**src/rtl/core/bpa_pkg.sv**
```systemverilog
// Shared constants, codes and controller/datapath interface types for the
// buddy page allocator core. No dependencies.
package bpa_pkg;

    localparam int MAX_PAGES = 1024;
    localparam int PAGE_W    = $clog2(MAX_PAGES);
    localparam int POOL_W    = PAGE_W + 1;
    localparam int LVL_N     = 11;
    localparam int LVL_W     = 4;
    localparam int CNT_W     = 11;
    localparam int SUM_W     = CNT_W + LVL_N;
    localparam int CNT_MAX   = 2047;
    localparam int OUT_MAX   = 2047;
    localparam int TOP_RST   = 10;
    localparam int CFG_W     = 11;

    localparam logic [1:0] OP_ALLOC    = 2'd0;
    localparam logic [1:0] OP_FREE     = 2'd1;
    localparam logic [1:0] OP_POPULATE = 2'd2;

    localparam logic [1:0] ST_OK    = 2'd0;
    localparam logic [1:0] ST_OOM   = 2'd1;
    localparam logic [1:0] ST_LEVEL = 2'd2;
    localparam logic [1:0] ST_INDEX = 2'd3;

    localparam logic CFG_TOP  = 1'b0;
    localparam logic CFG_POOL = 1'b1;

    typedef enum logic [4:0] {
        CMD_NOP,
        CMD_LOAD,
        CMD_ERR_LV,
        CMD_ERR_IDX,
        CMD_ERR_OOM,
        CMD_SRCH_INC,
        CMD_POP_RD,
        CMD_POP_WR,
        CMD_SPLIT,
        CMD_FB_ENTER,
        CMD_RM_START,
        CMD_RM_RD,
        CMD_RM_NXT,
        CMD_RM_FRD,
        CMD_RM_FWR,
        CMD_MERGE,
        CMD_PUSH,
        CMD_CLR_START,
        CMD_CLR,
        CMD_POP_CALL,
        CMD_OUT
    } t_cmd_op;

    typedef struct packed {
        t_cmd_op op;
        logic    lsel;
    } t_dp_cmd;

    typedef struct packed {
        logic [1:0] op;
        logic       lv_bad;
        logic       idx_bad;
        logic       srch_over;
        logic       cnt_zero;
        logic       split_more;
        logic       p_over;
        logic       try_merge;
        logic       buddy_match;
        logic       walk_end;
        logic       walk_hit;
        logic       pop_more;
        logic       clr_last;
        logic       out_free;
    } t_dp_stat;

endpackage

```
**src/rtl/core/bpa_ctrl.sv**
```systemverilog
// Sequencing controller of the buddy page allocator: walks allocate, free,
// merge, list unlink, populate and clearing sweeps. Uses bpa_pkg.
module bpa_ctrl
    import bpa_pkg::*;
(
    input  logic     i_clk,
    input  logic     i_rst_n,
    input  logic     i_in_valid,
    output logic     o_in_ready,
    input  t_dp_stat i_stat,
    output t_dp_cmd  o_cmd
);

    typedef enum logic [3:0] {
        S_CLR, S_IDLE, S_DISP, S_SRCH, S_APOP, S_SPLIT, S_F0, S_F1,
        S_RLOOP, S_RNXT, S_RFND, S_MERGE, S_PUSH, S_PLOOP, S_DONE
    } t_state;

    typedef enum logic [1:0] {R_ALLOC, R_FREE, R_POP} t_ret;

    t_state  r_state, n_state;
    t_ret    r_ret, n_ret;
    logic    r_pop, n_pop;
    t_state  ret_state;
    t_cmd_op cmd_op;

    always_comb begin
        unique case (r_ret)
            R_ALLOC: ret_state = S_SPLIT;
            R_FREE:  ret_state = S_DONE;
            default: ret_state = S_PLOOP;
        endcase
    end

    always_comb begin
        n_state = r_state;
        n_ret   = r_ret;
        n_pop   = r_pop;
        cmd_op  = CMD_NOP;
        unique case (r_state)
            S_CLR: begin
                cmd_op = CMD_CLR;
                if (i_stat.clr_last) begin
                    n_state = r_pop ? S_PLOOP : S_IDLE;
                    n_pop   = 1'b0;
                end
            end
            S_IDLE: begin
                if (i_in_valid) begin
                    cmd_op  = CMD_LOAD;
                    n_state = S_DISP;
                end
            end
            S_DISP: begin
                unique case (i_stat.op)
                    OP_ALLOC: begin
                        if (i_stat.lv_bad) begin
                            cmd_op  = CMD_ERR_LV;
                            n_state = S_DONE;
                        end else begin
                            n_state = S_SRCH;
                        end
                    end
                    OP_FREE: begin
                        priority if (i_stat.lv_bad) begin
                            cmd_op  = CMD_ERR_LV;
                            n_state = S_DONE;
                        end else if (i_stat.idx_bad) begin
                            cmd_op  = CMD_ERR_IDX;
                            n_state = S_DONE;
                        end else begin
                            n_ret   = R_FREE;
                            n_state = S_F0;
                        end
                    end
                    OP_POPULATE: begin
                        cmd_op  = CMD_CLR_START;
                        n_pop   = 1'b1;
                        n_state = S_CLR;
                    end
                    default: n_state = S_DONE;
                endcase
            end
            S_SRCH: begin
                priority if (i_stat.srch_over) begin
                    cmd_op  = CMD_ERR_OOM;
                    n_state = S_DONE;
                end else if (i_stat.cnt_zero) begin
                    cmd_op = CMD_SRCH_INC;
                end else begin
                    cmd_op  = CMD_POP_RD;
                    n_state = S_APOP;
                end
            end
            S_APOP: begin
                cmd_op  = CMD_POP_WR;
                n_state = S_SPLIT;
            end
            S_SPLIT: begin
                if (i_stat.split_more) begin
                    cmd_op  = CMD_SPLIT;
                    n_ret   = R_ALLOC;
                    n_state = S_F0;
                end else begin
                    n_state = S_DONE;
                end
            end
            S_F0: begin
                if (i_stat.p_over) begin
                    n_state = ret_state;
                end else begin
                    cmd_op  = CMD_FB_ENTER;
                    n_state = i_stat.try_merge ? S_F1 : S_PUSH;
                end
            end
            S_F1: begin
                if (i_stat.buddy_match) begin
                    cmd_op  = CMD_RM_START;
                    n_state = S_RLOOP;
                end else begin
                    n_state = S_PUSH;
                end
            end
            S_RLOOP: begin
                priority if (i_stat.walk_end) begin
                    n_state = S_PUSH;
                end else if (i_stat.walk_hit) begin
                    cmd_op  = CMD_RM_FRD;
                    n_state = S_RFND;
                end else begin
                    cmd_op  = CMD_RM_RD;
                    n_state = S_RNXT;
                end
            end
            S_RNXT: begin
                cmd_op  = CMD_RM_NXT;
                n_state = S_RLOOP;
            end
            S_RFND: begin
                cmd_op  = CMD_RM_FWR;
                n_state = S_MERGE;
            end
            S_MERGE: begin
                cmd_op  = CMD_MERGE;
                n_state = S_F0;
            end
            S_PUSH: begin
                cmd_op  = CMD_PUSH;
                n_state = ret_state;
            end
            S_PLOOP: begin
                if (i_stat.pop_more) begin
                    cmd_op  = CMD_POP_CALL;
                    n_ret   = R_POP;
                    n_state = S_F0;
                end else begin
                    n_state = S_DONE;
                end
            end
            S_DONE: begin
                if (i_stat.out_free) begin
                    cmd_op  = CMD_OUT;
                    n_state = S_IDLE;
                end
            end
            default: n_state = S_IDLE;
        endcase
    end

    always_ff @(posedge i_clk) begin
        if (!i_rst_n) begin
            r_state <= S_CLR;
            r_ret   <= R_FREE;
            r_pop   <= 1'b0;
        end else begin
            r_state <= n_state;
            r_ret   <= n_ret;
            r_pop   <= n_pop;
        end
    end

    assign o_in_ready = r_state == S_IDLE;
    assign o_cmd.op   = cmd_op;
    assign o_cmd.lsel = (r_state == S_SRCH) || (r_state == S_APOP);

endmodule

```
**config.mk**
```make
export PLATFORM = sky130hd
export DESIGN_NAME = bpa_ctrl
export DESIGN_NICKNAME = d
export VERILOG_FILES = /design/src/rtl/core/bpa_pkg.sv /design/src/rtl/core/bpa_ctrl.sv
export SDC_FILE = /design/constraint.sdc
export NUM_CORES = 1
export LEC_CHECK = 0
export ABC_CLOCK_PERIOD_IN_PS = 3850
export BUFFER_PORTS_ARGS = -buffer_cell sky130_fd_sc_hd__buf_2
export CAP_MARGIN = 20
export CORE_ASPECT_RATIO = 0.6
export CORE_UTILIZATION = 43
export DETAILED_ROUTE_END_ITERATION = 10
export GPL_TIMING_DRIVEN = 0
export PLACE_DENSITY = 0.67
export SLEW_MARGIN = 15
export SYNTH_ARGS = -nofsm -noshare
export SYNTH_HDL_FRONTEND = slang
export SYNTH_SLANG_ARGS = --single-unit
```
**constraint.sdc**
```tcl
create_clock -name i_clk -period 3.85 [get_ports i_clk]
set_input_delay 0.385 -clock i_clk [delete_from_list [all_inputs] [get_ports i_clk]]
set_output_delay 0.385 -clock i_clk [all_outputs]
set_load 0.05 [all_outputs]
```
==> metrics.md <==
| Metric | Value |
|---|---|
| Clock buffer count from CTS | 3 |
| Number of global-route vias before repair | 1010 |
| Max Cap Violations | 0 |
| Most common flop cell mapped by yosys | dfxtp_1 |
| Final hold violations | 0 |
| PnR worst setup slack | roughly 1400 ps |
| Syn Inst Count | about 140 |
| Worst path cell trace | buf_2 > buf_2 > nand4_1 > o21ai_0 > a31oi_1 > nand3_1 > buf_2 |
| WP data required | 3460 ps |
| RSZ-0062 raised after global routing | false |
| Cell Area, Synth | around 950 µm² |
| Worst skew pair latency | about 260 ps |
| CP endpoint | o_cmd[1] |
| R2r setup slk | 2080 ps |
| FF-to-FF End | r_state[0]$_SDFFE_PN0P_ |
| CP arrival | 2070 ps |
| Placer Congestion | 0.9550 |
| Number of remaining DRC errors | 0 |
| Layout cells sized above 1 | 24.85% |
| Post-synthesis adder-cell area fraction | 0% |
| Status | finished clean |
| Top cell type's share of synthesized area | around 15% |
| Compound-Gate Fraction of Synth Area | 32.45% |
| Die Footprint | 2404 µm² |
| Syn nets | 159 |
| Initial DRC Count | 122 |
| Post-CTS Setup Bufs | 0 |
| Multiplexer share of the synthesized area | 2.111% |
| Die H | approximately 38 µm |
| CORE AREA | ~2000 µm² |
| Clk pin slew, worst setup/hold paths | 60 ps |
| Dominant cell type by area after synthesis | dfxtp_1 |
| CTS tree | done |
| CP max stage delay | 490 ps |
| Max Buffers Root-to-Sink | 2 |
| Synthesized flop and latch total | 7 |
| IO Pins | 25 |
| Initial antenna violation count | 0 |
| Yosys Warn Count | 0 |
| Crit end category | output pin |
| Sequential area share after synthesis | between 10% and 20% |
| Avg Cell Area, Syn | between 6 and 7 µm² |
| Area Growth Syn to Fin | 19.13% |
| Initial Utilization | 48.59% |
| Synth cell count leaders | nor2_1 (12), nand2_1 (10), nand2b_1 (10), o21ai_0 (10) |
| Global route overflow | 0 |
| Area contributors post-synth | dfxtp_1 (15%), nand2b_1 (6.6%), nor2b_1 (5.9%) |
| Setup total negative slack | 0 ps |
| Final WL | 3128 µm |
| Tmin final | between 2000 and 2500 ps |
| Worst slack at placement | 1717 ps |
| Crit path launch | r_state[2]$_SDFFE_PN0P_ |
| Worst Skew | approximately 8 ps |
| Max VDD drop | 527.6 µV |
| CTS Sinks | 7 |
| Worst hold path class | in2reg |
| Delay-heaviest family, CP | buffers and inverters |
| Synth unique cells | between 40 and 50 |
| Final Cell Area | 1130 µm² |
| Input/output buffers | 24 |
| # rows | 12 |
| Post-CTS Hold Buffers | 0 |
| Worst path slowest cell | dfxtp_1 |
| Crit path buf inv count | 3 |
| Global-route wire length before repair | 4926 µm |
| Post-synth EDFFs | 0 |
| Dpl hpwl | 2461 µm |
| Area post-placement | 1104 µm² |
| Largest family of logic cells by synthesized area | simple AND/OR/NAND/NOR gates |
| DR vias | 1241 |
| Antenna diode count | 0 |
| Leading cell type by number of instances after synthesis | nor2_1 |
| Final setup violation count | 0 |
| Slew Viols, Final | 0 |
| Post-CTS sizing | 0 |
| Die X | 62.63 µm |
| Asr flop ratio synth | 0% |
| Max frequency | 406.6 MHz |
| Gr usage total | 27.69% |
| Worst Setup Start Kind | flop |
| Worst R2R Start | r_state[3]$_SDFFE_PN0P_ |
| Worst path most repeated cell | buf_2 |
| Kind of critical path | reg2out |
| Slew margin rel. | 59.45% |
| Tcrit/Tclk final | 63.88% |
| CTS root buf | clkbuf_4 |
| PD cells | 881.3 nW/µm² |
| Simple-gate portion of the synthesized area | 43.67% |
| Routed vias/inst | 6.299 |
| Crit path max fanout | 10 |
| Post-synthesis xor/xnor area fraction | 0% |
| Wire per inst | 15.88 µm |
| NumNets Final | 188 |
| Final hold slack | 373.4 ps |
| Reg2Reg Depth | 5 |
| Largest net degree at the start of global routing | 11 |
| Power, Total | 0.9957 mW |
| Worst path depth | 7 |
| Lkg Pwr | 0.4774 nW |
| Slew @ Worst Pin | 600.1 ps |
| Detailed Routing Iterations Pass 1 | 4 |
| Post-DRT Antenna Nets | 0 |
| H-tree level count | 1 |
## cell type report
type	count	area (µm²)
Buffer	8	40.04
Clock buffer	4	26.28
Fill cell	191	822.0
Inverter	7	26.28
Multi-Input combinational cell	119	742.0
Sequential cell	7	140.1
Tap cell	28	35.03
Timing Repair Buffer	24	120.1
## cells by family (layout without fill, tap and decap cells)
| logic type | count (synthesis) | count (layout) |
|---|---|---|
| muxes | 2 | 2 |
| and+or+nand+nor | 70 | 70 |
| DFF | 7 | 7 |
| AOI/OAI and AO/OA | 47 | 47 |
| buffers and inverters | 15 | 43 |
## worst reg2reg max path, cell delays in order, from the launching register on
cell,delay [ps]
dfxtp_1,430
buf_2,280
buf_2,260
o31ai_1,130
a221oi_1,440
a21oi_1,120
## routing by layer
| metal | track usage [%] | up-vias | part of all wire, % |
|---|---|---|---|
| li1 | - | 588 | - |
| met1 | 38.64 | 538 | 44 |
| met2 | 41.85 | 110 | 38 |
| met3 | 10.12 | 5 | 16 |
| met4 | 1.744 | 0 | 0.80 |
| met5 | 0 | - | 0 |
## where the power goes
| part | total [mW] | internal, mW | switching, mW |
|---|---|---|---|
| logic | 0.800 | 0.248 | 0.552 |
| clock network | 0.0732 | 0.0399 | 0.0333 |
| registers | 0.123 | 0.0931 | 0.0297 |
## stage by stage
stage,utilization [%],cells
floorplan,-,141
global placement,56.54,193
detailed placement,56.54,193
CTS,57.88,197
global route,57.88,197
finish,57.88,197
## sequential cells by signal, summed over array words and instances, names as in the netlist
| signal | flops |
|---|---|
| r_pop | 1 |
| r_ret | 2 |
| r_state | 4 |
## cell usage in the layout, fill, tap and decap left out, types with 2 or more instances in the layout
master	count
or3_1	2
nor3_1	4
buf_2	32
nand2_1	10
nand3b_1	2
mux2i_1	2
inv_1	7
nand4_1	2
nand2b_1	10
nand3_1	5
a211oi_1	3
nor2b_1	9
a21oi_1	9
a31oi_1	5
a2111oi_0	2
nor2_1	12
nor4_1	2
o22ai_1	2
or3b_2	2
dfxtp_1	7
o21ai_0	10
or2_2	2
o31ai_1	3
clkbuf_4	3
## worst min path at each step
stage | startpoint | to | slack, ps | cells past startpoint
2_1_floorplan | i_rst_n | r_ret[0]$_SDFFE_PN1P_ | 460 | 1
3_3_place_gp | r_ret[1]$_SDFFE_PN0P_ | r_ret[1]$_SDFFE_PN0P_ | 510 | 2
3_5_place_dp | r_ret[1]$_SDFFE_PN0P_ | r_ret[1]$_SDFFE_PN0P_ | 540 | 2
4_1_cts | i_rst_n | r_ret[0]$_SDFFE_PN1P_ | 380 | 2
5_1_grt | i_rst_n | r_ret[0]$_SDFFE_PN1P_ | 380 | 2
6_report | i_rst_n | r_ret[0]$_SDFFE_PN1P_ | 370 | 2
Power figures use the tool's default switching activity.
